===== config.mk =====
export PLATFORM = sky130hd
export DESIGN_NAME = rrfp_ctrl
export DESIGN_NICKNAME = d
export VERILOG_FILES = /design/src/rrfp_pkg.sv /design/src/rrfp_ctrl.sv
export SDC_FILE = /design/constraint.sdc
export NUM_CORES = 1
export LEC_CHECK = 0
export ABC_AREA = 1
export BUFFER_PORTS_ARGS = -buffer_cell sky130_fd_sc_hd__buf_2
export CORE_ASPECT_RATIO = 0.75
export CORE_MARGIN = 2
export CORE_UTILIZATION = 49
export DETAILED_ROUTE_END_ITERATION = 6
export PLACE_DENSITY = 0.9
export RECOVER_POWER = 25
export SLEW_MARGIN = 0
export SYNTH_ARGS = -nofsm -noshare
export SYNTH_HDL_FRONTEND = slang
export SYNTH_SLANG_ARGS = --single-unit
export TNS_END_PERCENT = 100

===== constraint.sdc =====
create_clock -name clk -period 2.64 [get_ports clk]
set_clock_uncertainty 0.2 [all_clocks]
set_input_delay 0 -clock clk [delete_from_list [all_inputs] [get_ports clk]]
set_output_delay 0 -clock clk [all_outputs]
set_load 0.01 [all_outputs]

===== src/rrfp_pkg.sv =====
package rrfp_pkg;

	// Number of cells in the chain. Element k lives in cell k % NCELLS at row k / NCELLS.
	localparam int NCELLS = 4;
	localparam int LANE_W = 2;

	// Width of the index fields of a word.
	localparam int IDX_W = 10;

	// A range holds at most 2**IDX_W elements, so a count needs one bit more.
	localparam int CNT_W = IDX_W + 1;

	localparam int DEPTH_DEF = 1024;
	localparam int VALUE_BITS_DEF = 16;

	localparam logic MODE_WRITE = 1'b0;
	localparam logic MODE_QUERY = 1'b1;

	typedef enum logic [2:0] {
		ST_IDLE,
		ST_FETCH,
		ST_FWAIT,
		ST_SCAN,
		ST_DRAIN,
		ST_DONE
	} state_t;

	// Control part of the token that travels down the chain.
	typedef struct packed {
		logic             valid;
		logic             scan;
		logic             last;
		logic [CNT_W-1:0] count;
	} tok_t;

	// Write strobe shared by all cells.
	typedef struct packed {
		logic              en;
		logic [LANE_W-1:0] lane;
	} wr_t;

endpackage


===== src/rrfp_ctrl.sv =====
module rrfp_ctrl #(
	parameter int DEPTH      = 1024,
	parameter int VALUE_BITS = 16,
	parameter int ROW_W      = 8
) (
	input  logic                           clk,
	input  logic                           arst_n,
	input  logic                           in_valid,
	output logic                           in_ready,
	input  logic                           mode,
	input  logic [rrfp_pkg::IDX_W-1:0]     position,
	input  logic [15:0]                    value,
	input  logic [rrfp_pkg::IDX_W-1:0]     range_left,
	input  logic [rrfp_pkg::IDX_W-1:0]     range_right,
	output logic                           out_valid,
	input  logic                           out_ready,
	output logic                           stays_in_place,
	output logic                           bad_query,
	output rrfp_pkg::wr_t                  wr_ctl,
	output logic [ROW_W-1:0]               wr_row,
	output logic [VALUE_BITS-1:0]          wr_data,
	output rrfp_pkg::tok_t                 tok_first,
	output logic [ROW_W-1:0]               row_first,
	output logic [rrfp_pkg::IDX_W-1:0]     left,
	output logic [rrfp_pkg::IDX_W-1:0]     right,
	output logic [VALUE_BITS-1:0]          target,
	output logic [rrfp_pkg::LANE_W-1:0]    tgt_lane,
	input  rrfp_pkg::tok_t                 tok_end,
	input  logic                           fetch_hit [rrfp_pkg::NCELLS],
	input  logic [VALUE_BITS-1:0]          fetch_data [rrfp_pkg::NCELLS]
);
	import rrfp_pkg::*;

	state_t                state_q, state_d;
	logic [IDX_W-1:0]      pos_q, left_q, right_q;
	logic [ROW_W-1:0]      row_q, last_row_q;
	logic [CNT_W-1:0]      acc_q;
	logic                  bad_q;
	logic [VALUE_BITS-1:0] target_q;
	tok_t                  tok_q, tok_d;
	logic [ROW_W-1:0]      tok_row_q, tok_row_d;
	logic                  out_valid_q, stays_q, bad_out_q;
	logic                  accept, is_query, bad_in, any_hit, last_row, out_free;
	logic [VALUE_BITS-1:0] sel_data;

	assign accept   = in_valid && in_ready;
	assign is_query = (mode == MODE_QUERY);
	assign bad_in   = (range_left > position) || (position > range_right) ||
	                  (32'(range_right) >= DEPTH);
	assign last_row = (row_q == last_row_q);
	assign out_free = !out_valid_q || out_ready;

	always_comb begin
		any_hit  = 1'b0;
		sel_data = '0;
		for (int i = 0; i < NCELLS; i++) begin
			any_hit = any_hit | fetch_hit[i];
			if (fetch_hit[i]) begin
				sel_data = sel_data | fetch_data[i];
			end
		end
	end

	// Next state.
	always_comb begin
		state_d = state_q;
		unique case (state_q)
			ST_IDLE: begin
				if (accept && is_query) begin
					state_d = bad_in ? ST_DONE : ST_FETCH;
				end
			end
			ST_FETCH: state_d = ST_FWAIT;
			ST_FWAIT: begin
				if (any_hit) begin
					state_d = ST_SCAN;
				end
			end
			ST_SCAN: begin
				if (last_row) begin
					state_d = ST_DRAIN;
				end
			end
			ST_DRAIN: begin
				if (tok_end.valid && tok_end.last) begin
					state_d = ST_DONE;
				end
			end
			ST_DONE: begin
				if (out_free) begin
					state_d = ST_IDLE;
				end
			end
			default: state_d = ST_IDLE;
		endcase
	end

	// State outputs: handshake and the token fed into the first cell.
	always_comb begin
		in_ready  = 1'b0;
		tok_d     = '0;
		tok_row_d = row_q;
		unique case (state_q)
			ST_IDLE: in_ready = 1'b1;
			ST_FETCH: begin
				tok_d.valid = 1'b1;
				tok_row_d   = ROW_W'(32'(pos_q) >> LANE_W);
			end
			ST_SCAN: begin
				tok_d.valid = 1'b1;
				tok_d.scan  = 1'b1;
				tok_d.last  = last_row;
			end
			ST_FWAIT, ST_DRAIN, ST_DONE: ;
			default: ;
		endcase
	end

	always_ff @(posedge clk or negedge arst_n) begin
		if (!arst_n) begin
			state_q     <= ST_IDLE;
			tok_q       <= '0;
			out_valid_q <= 1'b0;
		end else begin
			state_q <= state_d;
			tok_q   <= tok_d;
			if (state_q == ST_DONE && out_free) begin
				out_valid_q <= 1'b1;
			end else if (out_ready) begin
				out_valid_q <= 1'b0;
			end
		end
	end

	always_ff @(posedge clk) begin
		tok_row_q <= tok_row_d;
		if (accept && is_query) begin
			pos_q      <= position;
			left_q     <= range_left;
			right_q    <= range_right;
			bad_q      <= bad_in;
			row_q      <= ROW_W'(32'(range_left) >> LANE_W);
			last_row_q <= ROW_W'(32'(range_right) >> LANE_W);
			acc_q      <= '0;
		end else begin
			if (state_q == ST_SCAN) begin
				row_q <= row_q + ROW_W'(1);
			end
			if (tok_end.valid && tok_end.scan) begin
				acc_q <= acc_q + tok_end.count;
			end
		end
		if (state_q == ST_FWAIT && any_hit) begin
			target_q <= sel_data;
		end
		if (state_q == ST_DONE && out_free) begin
			stays_q   <= !bad_q && (acc_q == CNT_W'(pos_q - left_q));
			bad_out_q <= bad_q;
		end
	end

	assign wr_ctl.en   = accept && !is_query && (32'(position) < DEPTH);
	assign wr_ctl.lane = position[LANE_W-1:0];
	assign wr_row      = ROW_W'(32'(position) >> LANE_W);
	assign wr_data     = VALUE_BITS'(value);

	assign tok_first      = tok_q;
	assign row_first      = tok_row_q;
	assign left           = left_q;
	assign right          = right_q;
	assign target         = target_q;
	assign tgt_lane       = pos_q[LANE_W-1:0];
	assign out_valid      = out_valid_q;
	assign stays_in_place = stays_q;
	assign bad_query      = bad_out_q;

endmodule


After elaboration in Yosys (flattened, before gate mapping)
Index checks and enable logic that the tools add are counted.

Bits in registers: 91. Input port bits: 133. Output and inout bits: 91. Word-level logic and storage cells: 76.

Add/sub/neg operators: 3. $lt $le $gt $ge: 2. Equal/unequal tests: 12. Mux-type cells: 19. Bitwise gates (word level): 6. Reductions and logical operators: 18.

Operators by type and width (count): two-way mux 16 bit (4); OR 16 bit (3); two-way mux 8 bit (3); > comparator 10 bit (2); two-way mux 3 bit (6); case mux 3 bit (6 select lines) (1); adder 11 bit (1); equality test 11 bit (1); subtractor 10 x 10 -> 11 bit (1); != test 2 bit, second input constant (5); adder 8 x 1 -> 8 bit, second input constant (1); equality test 8 bit (1); logical AND 1 bit (8); equality test 3 x 2 -> 1 bit, second input constant (2); equality test 3 bit, second input constant (2); AND reduction 5 bit (1); two-way mux 1 bit (4); nonzero test 2 bit (2); equality test 3 x 1 -> 1 bit, second input constant (1); zero test 1 bit (3); zero test 3 bit (1); OR 1 bit (3); logical OR 1 bit (2); two-way mux 2 bit (1); OR reduction 2 bit (1).

Depth between registers and ports, before layout
Gate-level depths: netlist of run 1.

Depth after elaboration: 7. Gate-level depth with buffers: 14. Gate-level depth less buffers: 14.

Worst setup path after synthesis of run 1
No wires, ideal clock.

Kind: register to register. Start point: register left_q[0] (netlist: left[0]). End point: register stays_q (netlist: stays_in_place) (data pin). Setup time: 0.251 ns. Arrival time: 1.691 ns. Data required time: 2.189 ns. Path slack: 0.498 ns. Cell stages (with the launch flop): 13. Path buffers: 0. Clock period less this slack: 2.142 ns. Cell sequence: edfxtp_1 -> ha_1 -> fa_1 -> inv_1 -> nand3_1 -> nand2_1 -> nand2_1 -> nand2_1 -> nand3_1 -> nand3_1 -> nand2_1 -> nand2_1 -> nor2_1.

Word-level cells in the longest chain between the ends: 3.

RTL lines: start, declared (line rrfp_ctrl.sv:35) `logic [IDX_W-1:0] pos_q, left_q, right_q;`; start signal, assigned (line rrfp_ctrl.sv:139) `left_q <= range_left;`; subtractor 10 x 10 -> 11 bit (line rrfp_ctrl.sv:157) `stays_q <= !bad_q && (acc_q == CNT_W'(pos_q - left_q));`; equality test 11 bit (line rrfp_ctrl.sv:157); logical AND 1 bit (line rrfp_ctrl.sv:157); end signal, assigned (line rrfp_ctrl.sv:157); end, declared (line rrfp_ctrl.sv:42) `logic out_valid_q, stays_q, bad_out_q;`.

No other way between the ends. A chain may end at the register's enable or synchronous reset.

Worst setup path after layout of run 1
Start point: input tok_end[12] (netlist bit). End point: register acc_q[0].

Word-level cells in the longest chain between the ends: 1.

RTL lines: start, declared (line rrfp_ctrl.sv:28) `input rrfp_pkg::tok_t tok_end,`; logical AND 1 bit (line rrfp_ctrl.sv:149) `if (tok_end.valid && tok_end.scan) begin`; end signal, assigned (line rrfp_ctrl.sv:150) `acc_q <= acc_q + tok_end.count;`; end, declared (line rrfp_ctrl.sv:37) `logic [CNT_W-1:0] acc_q;`.

No other way between the ends.

==> impl_summary.log, run 1 <==
[metrics] cell types with the largest area share after synthesis: edfxtp_1, nand2_1, ha_1
[metrics] total placed cells including tap cells: 968
[metrics] Remaining Overflow, GRT: 0
[metrics] number of standard cells after synthesis: 685
[metrics] result of the run: completed
[metrics] area growth from synthesis to layout: 37.6%
[metrics] unrepaired setup endpoints after global routing: no
[metrics] CTS sink count: 83
[metrics] portion of the post-synthesis area used by sequential elements: between 40% and 50%
[metrics] area enclosed by the die boundary: 12100 sq um
[metrics] most used flip-flop cell after synthesis: edfxtp_1
[metrics] Syn Area/Cell: 8.06 sq um
[metrics] antenna violations before repair: 0
[metrics] Core Util, Final: 69.4%
[metrics] Die Y: 95.9 um
[metrics] cell chain of the critical path: dlygate4sd3_1 > buf_2 > nand2_1 > dlygate4sd3_1 > buf_4 > clkinvlp_4 > nand2_1 > nand2_1 > dlygate4sd3_1 > nand2_1 > inv_1
[metrics] maxcap violations: 0
[metrics] number of H-tree branching levels: 3
[metrics] cell taking the most area after synthesis: edfxtp_1
[metrics] Post-layout nets: 1115
[metrics] Cells on Worst Hold Path: 6
[metrics] Non-Filler Instances: 1084
[metrics] Achievable Freq: 405 MHz
[metrics] count of flip-flops with a built-in enable after synthesis: 57
[metrics] arrival time at the worst endpoint: 2.51 ns
[metrics] layout cells sized above 1: 19.4%
[metrics] number of nets with antenna violations after routing: 0
[metrics] crit-path max cell delay: 0.56 ns
[metrics] number of antenna cells inserted: 0
[metrics] startpoint type of the worst setup path: primary input
[metrics] relative max-transition margin: between 50% and 60%
[metrics] hold_ws: approximately 0.038 ns
[metrics] Max Buffers Root-to-Sink: 2
[metrics] least setup slack across all paths after layout: 0.173 ns
[metrics] clock transition at the registers of the reported paths: approximately 0.07 ns
[metrics] minimum clock period: 2.47 ns
[metrics] Ys Warns: 0
[metrics] via count: 5422
[metrics] post-layout total power: 4.10 mW
[metrics] number of core rows: 33
[metrics] standby leakage power: roughly 3.7 nW
[metrics] Starting Density: between 50% and 60%
[metrics] number of DRC markers after the initial detailed-route iteration: 344
[metrics] Final Max Tran Viols: 0
[metrics] post-route design area: 7590 sq um
[metrics] DRC violations left: 0
[metrics] placement-stage cell area: 6330 sq um
[metrics] CORE AREA: 10900 sq um
[metrics] number of cell instances on the worst register-to-register path: 12
[metrics] Power per Cell Area: 539 nW/um^2
[metrics] final hold violation count: 0
[metrics] GRT Resource Usage Total: 26.0%
[metrics] insertion delay of the later-clocked pin in the worst-skew pair: 0.34 ns
[metrics] postcts setup bufs: 0
[metrics] WL/cell: about 15 um
[metrics] share of the cycle needed by the critical path after routing: 93.5%
[metrics] post-placement worst setup slack: a little under 0.4 ns
[metrics] crit path max-delay cell type: dlygate4sd3_1
[metrics] Vias per Instance: 5.00
[metrics] number of detailed-route iterations in the first pass: 5
[metrics] horizontal die dimension: 127 um
[metrics] biggest fanout along the worst timing path: 13
[metrics] via count of the first global-routing pass: 5198
[metrics] number of CTS-inserted buffers: 9
[metrics] global-route wire length before repair: 24.8 mm
[metrics] Final HPWL DP: ~11 mm
[metrics] FF-to-FF setup slack: 0.33 ns
[metrics] Hold WC Path Type: primary input to register
[metrics] cell area after technology mapping: 5520 sq um
[metrics] count of filler cells inserted in the layout: 792
[metrics] CP endpoint kind: register
[metrics] start-to-end type of the worst setup path: primary input to register
[metrics] Max IR drop VDD: 0.331 mV
[metrics] TritonCTS clock tree: built
[metrics] count of boundary I/O pins: ~220
[metrics] required time reported for the critical path endpoint: between 2 and 3 ns
[metrics] slew at the pin with the worst max-slew slack: 0.609 ns
[metrics] # port buffers: between 150 and 200
[metrics] number of setup violations in the final report: 0
[metrics] flip-flop and latch count after synthesis: 83
[metrics] fraction of post-synthesis cell area in the top cell type by area: a little under a third
[metrics] final WL: around 16 mm
[metrics] share of flip-flops with an asynchronous set or reset: 8.43%
[metrics] placer's final routability congestion estimate: 0.862
[metrics] root buf cell: clkbuf_16
[metrics] setup total negative slack: 0 ns
[metrics] pin count of the biggest net entering global routing: 47
[metrics] Top cell by count, worst path: nand2_1
[metrics] Yosys cell types: 40
[cells in the mapped netlist, types with 2 or more instances]
library cell    n
o211ai_1        4
mux2_2          5
nand3b_1        3
dfrtp_1         7
fa_1            2
inv_1         100
o21ai_1         4
buf_2           4
a21oi_1        21
nand4_1        24
nand3_1        28
xor2_1          9
edfxtp_1       57
o21bai_1        4
inv_2           3
or2_2           2
nand2_2         2
dfxtp_1        19
buf_4          40
ha_1           41
o21ai_0        14
xnor2_1        15
clkbuf_1        7
nor2_1         38
nor3_1          6
a21o_1          4
nand2_1       209
[flip-flops by register name, summed over array words and instances (netlist names), 3 cells and up]
register and flops:
row_q 8, tok_first 3, right 10, acc_q 11, target 16, state_q 3, pos_q 10, left 10
row_first 8
[per-layer routing]
metal	GRT usage, %	routed length [um]	part of all wire [%]	vias to the layer above
met3	6.17	1220	7.5	26
met4	8.24	305	1.9	0
met2	46.1	8110	50	223
li1	-	-	-	2666
met1	31.7	6700	41	2507
met5	0	0	0	-
[cells in the final DEF, fill, tap and decap left out, types with 3 or more instances in the layout]
cell type and instances:
xnor2_1 15, nand2_1 209, o21ai_1 4, buf_4 3, clkbuf_16 9, nand4_1 24, ha_1 41, mux2_2 5
dfxtp_1 19, o21ai_0 14, inv_1 100, edfxtp_1 57, nor2_1 38, o21bai_1 4, inv_2 3, nand3_1 28
xor2_1 9, a21o_1 4, conb_1 11, dlygate4sd3_1 100, a21oi_1 21, clkbuf_1 36, nor3_1 6, clkinvlp_4 3
o211ai_1 4, buf_2 144, nand3b_1 3, dfrtp_1 7
[cells by family after synthesis]
logic type	Yosys count	share of synthesized area (%)
buffers and inverters	155	13.4
adder cells (fa/ha/maj)	43	10.0
multiplexers	5	1.02
XOR/XNOR	24	3.81
AO/OA/AOI/OAI	57	6.05
other	1	0.0680
flip-flops	83	41.1
AND/OR/NAND/NOR	317	24.6
[what timing repair did]
action | CTS | global route
setup endpoints to repair | 0 | 1
hold buffers | 100 | 0
endpoints found under the hold margin | 92 | 0
gates resized for setup | 0 | 1
[power by group]
| part | switching (mW) | internal (mW) | total, mW | leakage [nW] |
|---|---|---|---|---|
| logic | 0.656 | 0.558 | 1.21 | 2.81 |
| clock network | 0.558 | 0.748 | 1.31 | 0.145 |
| registers | 0.103 | 1.47 | 1.58 | 0.754 |
[critical path, delay by kind of cell]
| family | cells | cell delay, ns |
|---|---|---|
| and+or+nand+nor | 4 | 0.28 |
| buffers and inverters | 7 | 2.22 |
[cell type report]
cell class | count | area [sq um] | share of cell area, %
Multi-Input combinational cell | 457 | 2550 | 33.6
Sequential cell | 83 | 2270 | 29.9
Clock buffer | 9 | 225 | 2.97
Timing Repair Buffer | 284 | 1900 | 25.0
Tap cell | 140 | 175 | 2.31
Clock inverter | 7 | 82.6 | 1.09
Inverter | 104 | 394 | 5.19
[final timing paths]
kind,end,from
max,acc_q[0]$_SDFFE_PP0P_,tok_end[12]
min,acc_q[6]$_SDFFE_PP0P_,tok_end[6]
max reg2reg,stays_in_place$_DFFE_PP_,left[0]$_DFFE_PP_
min reg2reg,row_first[0]$_DFF_P_,pos_q[2]$_DFFE_PP_
max in group asynchronous,tok_first[12]$_DFF_PN0_,arst_n
min in group asynchronous,tok_first[13]$_DFF_PN0_,arst_n
Power figures use the tool's default switching activity.
==> inputs of run 2 (changes only) <==
--- a/config.mk
+++ b/config.mk
@@ -6,12 +6,12 @@
 export NUM_CORES = 1
 export LEC_CHECK = 0
 export ABC_AREA = 1
-export BUFFER_PORTS_ARGS = -buffer_cell sky130_fd_sc_hd__buf_2
 export CORE_ASPECT_RATIO = 0.75
 export CORE_MARGIN = 2
-export CORE_UTILIZATION = 49
+export CORE_UTILIZATION = 55
 export DETAILED_ROUTE_END_ITERATION = 6
-export PLACE_DENSITY = 0.9
+export DONT_BUFFER_PORTS = 1
+export PLACE_DENSITY = 0.79
 export RECOVER_POWER = 25
 export SLEW_MARGIN = 0
 export SYNTH_ARGS = -nofsm -noshare
==> run 2 against run 1 <==
Against the previous run:
- die area fell by 11%
- cell area fell by 12%
- critical endpoint is now stays_in_place$_DFFE_PP_
- power fell by 5.4%
- combinational power fell by 7%
- setup slack improved by 0.081 ns
- utilization fell by 0.16 points
- count of clock-buffer cells in the layout did not move
- register-to-register slack got worse by 0.08 ns
- global-route usage rose by 1.1 points
- largest power group unchanged
- critical path depth rose by 1
==> impl_summary.log, run 2 (synthesis results as in run 1) <==
[metrics] Hold WC Path Type: primary input to register
[metrics] cell chain of the critical path: ha_1 > fa_1 > inv_1 > nand3_1 > nand2_1 > nand2_1 > nand2_1 > nand3_1 > nand3_1 > nand2_1 > nand2_1 > nor2_1
[metrics] pin count of the biggest net entering global routing: 45
[metrics] crit path max-delay cell type: edfxtp_1
[metrics] post-placement worst setup slack: 0.288 ns
[metrics] post-layout total power: 3.87 mW
[metrics] via count of the first global-routing pass: 4799
[metrics] number of H-tree branching levels: 3
[metrics] Starting Density: 56.9%
[metrics] CORE AREA: 9700 sq um
[metrics] layout cells sized above 1: roughly 4.7%
[metrics] Power per Cell Area: between 500 and 600 nW/um^2
[metrics] Max Buffers Root-to-Sink: 2
[metrics] area growth from synthesis to layout: 21.7%
[metrics] Max IR drop VDD: 0.377 mV
[metrics] Remaining Overflow, GRT: 0
[metrics] biggest fanout along the worst timing path: 3
[metrics] number of antenna cells inserted: 0
[metrics] number of detailed-route iterations in the first pass: 6
[metrics] most common cell after layout, fill and taps aside: nand2_1
[metrics] Hold Buf Count CTS: around 100
[metrics] Non-Filler Instances: 897
[metrics] count of boundary I/O pins: 224
[metrics] unrepaired setup endpoints after global routing: no
[metrics] flip-flop count of the largest register after layout: 16
[metrics] number of nets with antenna violations after routing: 0
[metrics] number of CTS-inserted buffers: 9
[metrics] CTS sink count: 83
[metrics] DRC violations left: 0
[metrics] final WL: 14.8 mm
[metrics] share of the cycle needed by the critical path after routing: 90.4%
[metrics] number of setup violations in the final report: 0
[metrics] TritonCTS clock tree: built
[metrics] placement-stage cell area: 5400 sq um
[metrics] Internal Power: 2.62 mW
[metrics] FF-to-FF setup slack: 0.25 ns
[metrics] minimum clock period: 2.39 ns
[metrics] setup total negative slack: 0 ns
[metrics] maxcap violations: 0
[metrics] relative max-transition margin: 58.8%
[metrics] least setup slack across all paths after layout: 0.254 ns
[metrics] power share of the combinational group: 28.9%
[metrics] Final Max Tran Viols: 0
[metrics] arrival time at the worst endpoint: ~2.3 ns
[metrics] Achievable Freq: 419 MHz
[metrics] root buf cell: clkbuf_16
[metrics] final hold violation count: 0
[metrics] most frequent cells in the layout: nand2_1, dlygate4sd3_1, inv_1, edfxtp_1, ha_1
[metrics] Core Util, Final: roughly 69%
[metrics] Switching Fraction: between 30% and 40%
[metrics] placer's final routability congestion estimate: 0.958
[metrics] Top cell by count, worst path: nand2_1
[metrics] slew at the pin with the worst max-slew slack: 0.616 ns
[metrics] area enclosed by the die boundary: 10900 sq um
[metrics] postcts setup bufs: 0
[metrics] hold_ws: 0.0102 ns
[metrics] result of the run: completed
[metrics] Post-layout nets: 936
[metrics] relative contribution of the clock network to total power: 30.7%
[metrics] insertion delay of the later-clocked pin in the worst-skew pair: 0.34 ns
[metrics] number of DRC markers after the initial detailed-route iteration: about 300
[metrics] via count: slightly below 5000
[metrics] required time reported for the critical path endpoint: ~2.5 ns
[metrics] WL/cell: 16.5 um
[metrics] post-route design area: 6720 sq um
[metrics] global-route wire length before repair: 23.1 mm
[metrics] Resized cells post-CTS: 0
[metrics] total placed cells including tap cells: 778
[metrics] GRT Resource Usage Total: 27.1%
[metrics] antenna violations before repair: 0
[metrics] start-to-end type of the worst setup path: register to register
[metrics] # port buffers: 0
[metrics] crit-path max cell delay: between 0.4 and 0.5 ns
[metrics] CP endpoint kind: register
[metrics] power dissipated by switching net loads: 1.25 mW
[metrics] startpoint type of the worst setup path: register
[metrics] standby leakage power: 3.11 nW
[metrics] horizontal die dimension: 120 um
[metrics] clock transition at the registers of the reported paths: 0.07 ns
[metrics] number of core rows: 31
[metrics] Vias per Instance: 5.40
[metrics] Final HPWL DP: 10.2 mm
[metrics] Flop pwr share: between 40 and 50%
[metrics] Die Y: 90.7 um
-- run 2: cell count changes in the layout (fill, tap and decap cells not counted), moves of 2 or more --
cell	delta
buf_2	-144
clkbuf_1	-36
dlygate4sd3_1	+3
buf_4	-2
-- run 2: metal layers --
metal,vias up,GRT usage (%),part of all wire [%]
met2,253,48.7,50
met3,39,8.14,9.1
met4,0,9.71,2.6
li1,2309,-,-
met5,-,0,0
met1,2245,30.4,38
-- run 2: power by group through the flow --
stage               Sequential [mW]  Combinational [mW]  Clock (mW)
floorplan                      1.56               0.829           0
global placement               1.60               0.873           0
detailed placement             1.60               0.918           0
CTS                            1.57                1.08        1.21
global route                   1.58                1.26        1.25
finish                         1.57                1.12        1.19
-- run 2: worst paths after layout --
check / cells past startpoint / end / from
max in group asynchronous: 2 / state_q[2]$_DFFE_PN0P_ / arst_n
min in group asynchronous: 2 / tok_first[13]$_DFF_PN0_ / arst_n
min: 5 / acc_q[4]$_SDFFE_PP0P_ / tok_end[4]
min reg2reg: 1 / row_first[7]$_DFF_P_ / pos_q[9]$_DFFE_PP_
max reg2reg: 12 / stays_in_place$_DFFE_PP_ / left[0]$_DFFE_PP_
max: 12 / stays_in_place$_DFFE_PP_ / left[0]$_DFFE_PP_
-- run 2: area by class of cell --
class	instances	area, sq um
Inverter	104	390
Tap cell	132	165
Multi-Input combinational cell	457	2550
Sequential cell	83	2270
Clock inverter	7	57.6
Timing Repair Buffer	105	1060
Fill cell	723	2980
Clock buffer	9	225
-- run 2: critical path: cells and delay by family, from the launching register on --
kind          cells  cell delay [ns]
fa+ha+maj         2             0.67
simple gates      9             0.72
buf+inv           1             0.11
flops             1             0.46
==> inputs of run 3 (changes only) <==
--- a/config.mk
+++ b/config.mk
@@ -6,12 +6,14 @@
 export NUM_CORES = 1
 export LEC_CHECK = 0
 export ABC_AREA = 1
+export CELL_PAD_IN_SITES_DETAIL_PLACEMENT = 1
+export CELL_PAD_IN_SITES_GLOBAL_PLACEMENT = 1
 export CORE_ASPECT_RATIO = 0.75
 export CORE_MARGIN = 2
-export CORE_UTILIZATION = 55
+export CORE_UTILIZATION = 46
 export DETAILED_ROUTE_END_ITERATION = 6
 export DONT_BUFFER_PORTS = 1
-export PLACE_DENSITY = 0.79
+export PLACE_DENSITY = 0.9
 export RECOVER_POWER = 25
 export SLEW_MARGIN = 0
 export SYNTH_ARGS = -nofsm -noshare
==> run 3 against run 2 <==
Against the previous run:
- utilization down 12 points
- die area up 19%
- sequential power about the same
- count of clock-buffer cells in the layout up 1
- routed wire length up 37%
- setup slack worse by 0.094 ns
- highest routed layer unchanged
- cell area down 0.28%
- sequential cell count unchanged
- via count up 5.9%
- non-clock buffer count down 4
- critical path depth unchanged
==> impl_summary.log, run 3 (synthesis results as in run 1) <==
[metrics] area enclosed by the die boundary: 12900 sq um
[metrics] via count of the first global-routing pass: a little under 6000
[metrics] count of filler cells inserted in the layout: 1427
[metrics] startpoint type of the worst setup path: register
[metrics] clock transition at the registers of the reported paths: ~0.07 ns
[metrics] slew at the pin with the worst max-slew slack: 0.645 ns
[metrics] Hold Path Sink: acc_q[8]$_SDFFE_PP0P_
[metrics] insertion delay of the later-clocked pin in the worst-skew pair: about 0.34 ns
[metrics] post-layout total power: 3.93 mW
[metrics] number of detailed-route iterations in the first pass: 5
[metrics] number of setup violations in the final report: 0
[metrics] number of H-tree branching levels: 3
[metrics] Hold Crit Start: tok_end[8]
[metrics] share of the cycle needed by the critical path after routing: 94.0%
[metrics] required time reported for the critical path endpoint: 2.53 ns
[metrics] layout cells sized above 1: 4.73%
[metrics] WL/cell: 22.0 um
[metrics] most frequent cells in the layout: nand2_1, inv_1, dlygate4sd3_1, edfxtp_1, ha_1
[metrics] Vias per Instance: 5.55
[metrics] placer's final routability congestion estimate: 0.852
[metrics] area of the multi-input gates: 2550 sq um
[metrics] Achievable Freq: 403 MHz
[metrics] relative contribution of the clock network to total power: 29.3%
[metrics] pin count of the biggest net entering global routing: 49
[metrics] via count: 5133
[metrics] number of CTS-inserted buffers: 9
[metrics] biggest fanout along the worst timing path: 3
[metrics] Non-Filler Instances: 925
[metrics] power dissipated by switching net loads: about 1.3 mW
[metrics] Final HPWL DP: 13.0 mm
[metrics] Cells on Worst Hold Path: 5
[metrics] standby leakage power: 3.09 nW
[metrics] power share of the combinational group: 30.3%
[metrics] minimum clock period: 2.48 ns
[metrics] TritonCTS clock tree: built
[metrics] horizontal die dimension: 130 um
[metrics] endpoint of the worst register-to-register path: stays_in_place$_DFFE_PP_
[metrics] arrival time at the worst endpoint: between 2 and 2.5 ns
[metrics] Hold WC Path Type: primary input to register
[metrics] Starting Density: 47.3%
[metrics] number of core rows: 34
[metrics] setup total negative slack: 0 ns
[metrics] final hold violation count: 0
[metrics] global-route wire length before repair: 31.2 mm
[metrics] Die Y: between 90 and 100 um
[metrics] maxcap violations: 0
[metrics] relative max-transition margin: ~57%
[metrics] count of boundary I/O pins: 224
[metrics] result of the run: completed
[metrics] most common cell after layout, fill and taps aside: nand2_1
[metrics] Remaining Overflow, GRT: 0
[metrics] Power per Cell Area: between 500 and 600 nW/um^2
[metrics] DRC violations left: 0
[metrics] antenna violations before repair: 1
[metrics] CTS sink count: 83
[metrics] unrepaired setup endpoints after global routing: no
[metrics] Core Util, Final: 57.4%
[metrics] Internal Power: 2.60 mW
[metrics] Sequential Area: 2270 sq um
[metrics] final WL: 20.3 mm
[metrics] root buf cell: clkbuf_16
[metrics] Switching Fraction: between 30% and 40%
[metrics] flip-flop count of the largest register after layout: 16
[metrics] # port buffers: 0
[metrics] CORE AREA: 11700 sq um
[metrics] start-to-end type of the worst setup path: register to register
[metrics] number of DRC markers after the initial detailed-route iteration: 281
[metrics] area growth from synthesis to layout: 21.4%
[metrics] number of cell instances on the worst register-to-register path: 12
[metrics] CP endpoint kind: register
[metrics] total placed cells including tap cells: around 810
[metrics] Max Buffers Root-to-Sink: 2
[metrics] Final Max Tran Viols: 0
[metrics] placement-stage cell area: 5450 sq um
[metrics] post-route design area: around 6700 sq um
[metrics] FF-to-FF setup slack: 0.16 ns
[metrics] Flop pwr share: 40.3%
[metrics] postcts setup bufs: 0
[metrics] GRT Resource Usage Total: 32.0%
[metrics] Max IR drop VDD: 0.404 mV
[metrics] number of nets with antenna violations after routing: 0
[metrics] RR Startpoint: left[0]$_DFFE_PP_
[metrics] Post-layout nets: 932
[run 3: changes by cell type in the layout (fill, tap and decap cells not counted)]
cell and change:
dlygate4sd3_1 -5, clkinv_2 +4, clkinvlp_4 -3, inv_6 -3, diode_2 +2, buf_4 +1
clkbuf_1 +1, clkinv_1 +1, ha_1 -1, ha_2 +1
[run 3: area by class of cell]
cell class | count | area share (%)
Antenna cell | 2 | 0.0747
Clock buffer | 10 | 3.42
Clock inverter | 6 | 0.486
Inverter | 104 | 5.83
Multi-Input combinational cell | 457 | 38.1
Sequential cell | 83 | 33.9
Tap cell | 162 | 3.03
Timing Repair Buffer | 101 | 15.2
[run 3: layer usage]
metal  vias up  track usage (%)  part of all wire (%)
met5         -                0                     0
met4         0             15.5                   5.0
met3        75             8.36                   7.3
met2       270             56.5                    49
met1      2480             35.9                    38
li1       2308                -                     -
[run 3: worst max path at each step]
stage / from / to / slack, ns
4_1_cts: state_q[1]$_DFFE_PN0P_ / state_q[1]$_DFFE_PN0P_ / 0.09
3_5_place_dp: left[0]$_DFFE_PP_ / stays_in_place$_DFFE_PP_ / 0.14
3_3_place_gp: left[0]$_DFFE_PP_ / stays_in_place$_DFFE_PP_ / 0.29
2_1_floorplan: left[0]$_DFFE_PP_ / stays_in_place$_DFFE_PP_ / 0.50
5_1_grt: left[0]$_DFFE_PP_ / stays_in_place$_DFFE_PP_ / 0.05
6_report: left[0]$_DFFE_PP_ / stays_in_place$_DFFE_PP_ / 0.16
[run 3: power groups by stage]
stage / sequential [mW] / clock (mW) / combinational, mW
2_1_floorplan: 1.56 / 0 / 0.829
3_3_place_gp: 1.60 / 0 / 0.898
3_5_place_dp: 1.61 / 0 / 0.968
4_1_cts: 1.58 / 1.15 / 1.14
5_1_grt: 1.59 / 1.20 / 1.34
6_report: 1.58 / 1.15 / 1.19
[run 3: stage by stage]
step	worst slack, ns	hold WS, ns
6_report	0.159	0.00851
5_1_grt	0.0546	0.0339
4_1_cts	0.0912	0.00489
3_5_place_dp	0.136	-0.495
3_3_place_gp	0.290	-0.495
2_1_floorplan	0.498	-0.496
[run 3: critical path, cell delays in order (launching register included)]
cell and delay [ns]:
edfxtp_1 0.47, ha_2 0.27, fa_1 0.41, inv_1 0.12, nand3_1 0.11, nand2_1 0.12, nand2_1 0.06, nand2_1 0.09
nand3_1 0.11, nand3_1 0.11, nand2_1 0.06, nand2_1 0.06, nor2_1 0.04
[run 3: repair_timing]
item	CTS	global route
setup endpoints to repair	0	4
resized for setup	0	1
hold buffers	99	0
endpoints found under the hold margin	122	0
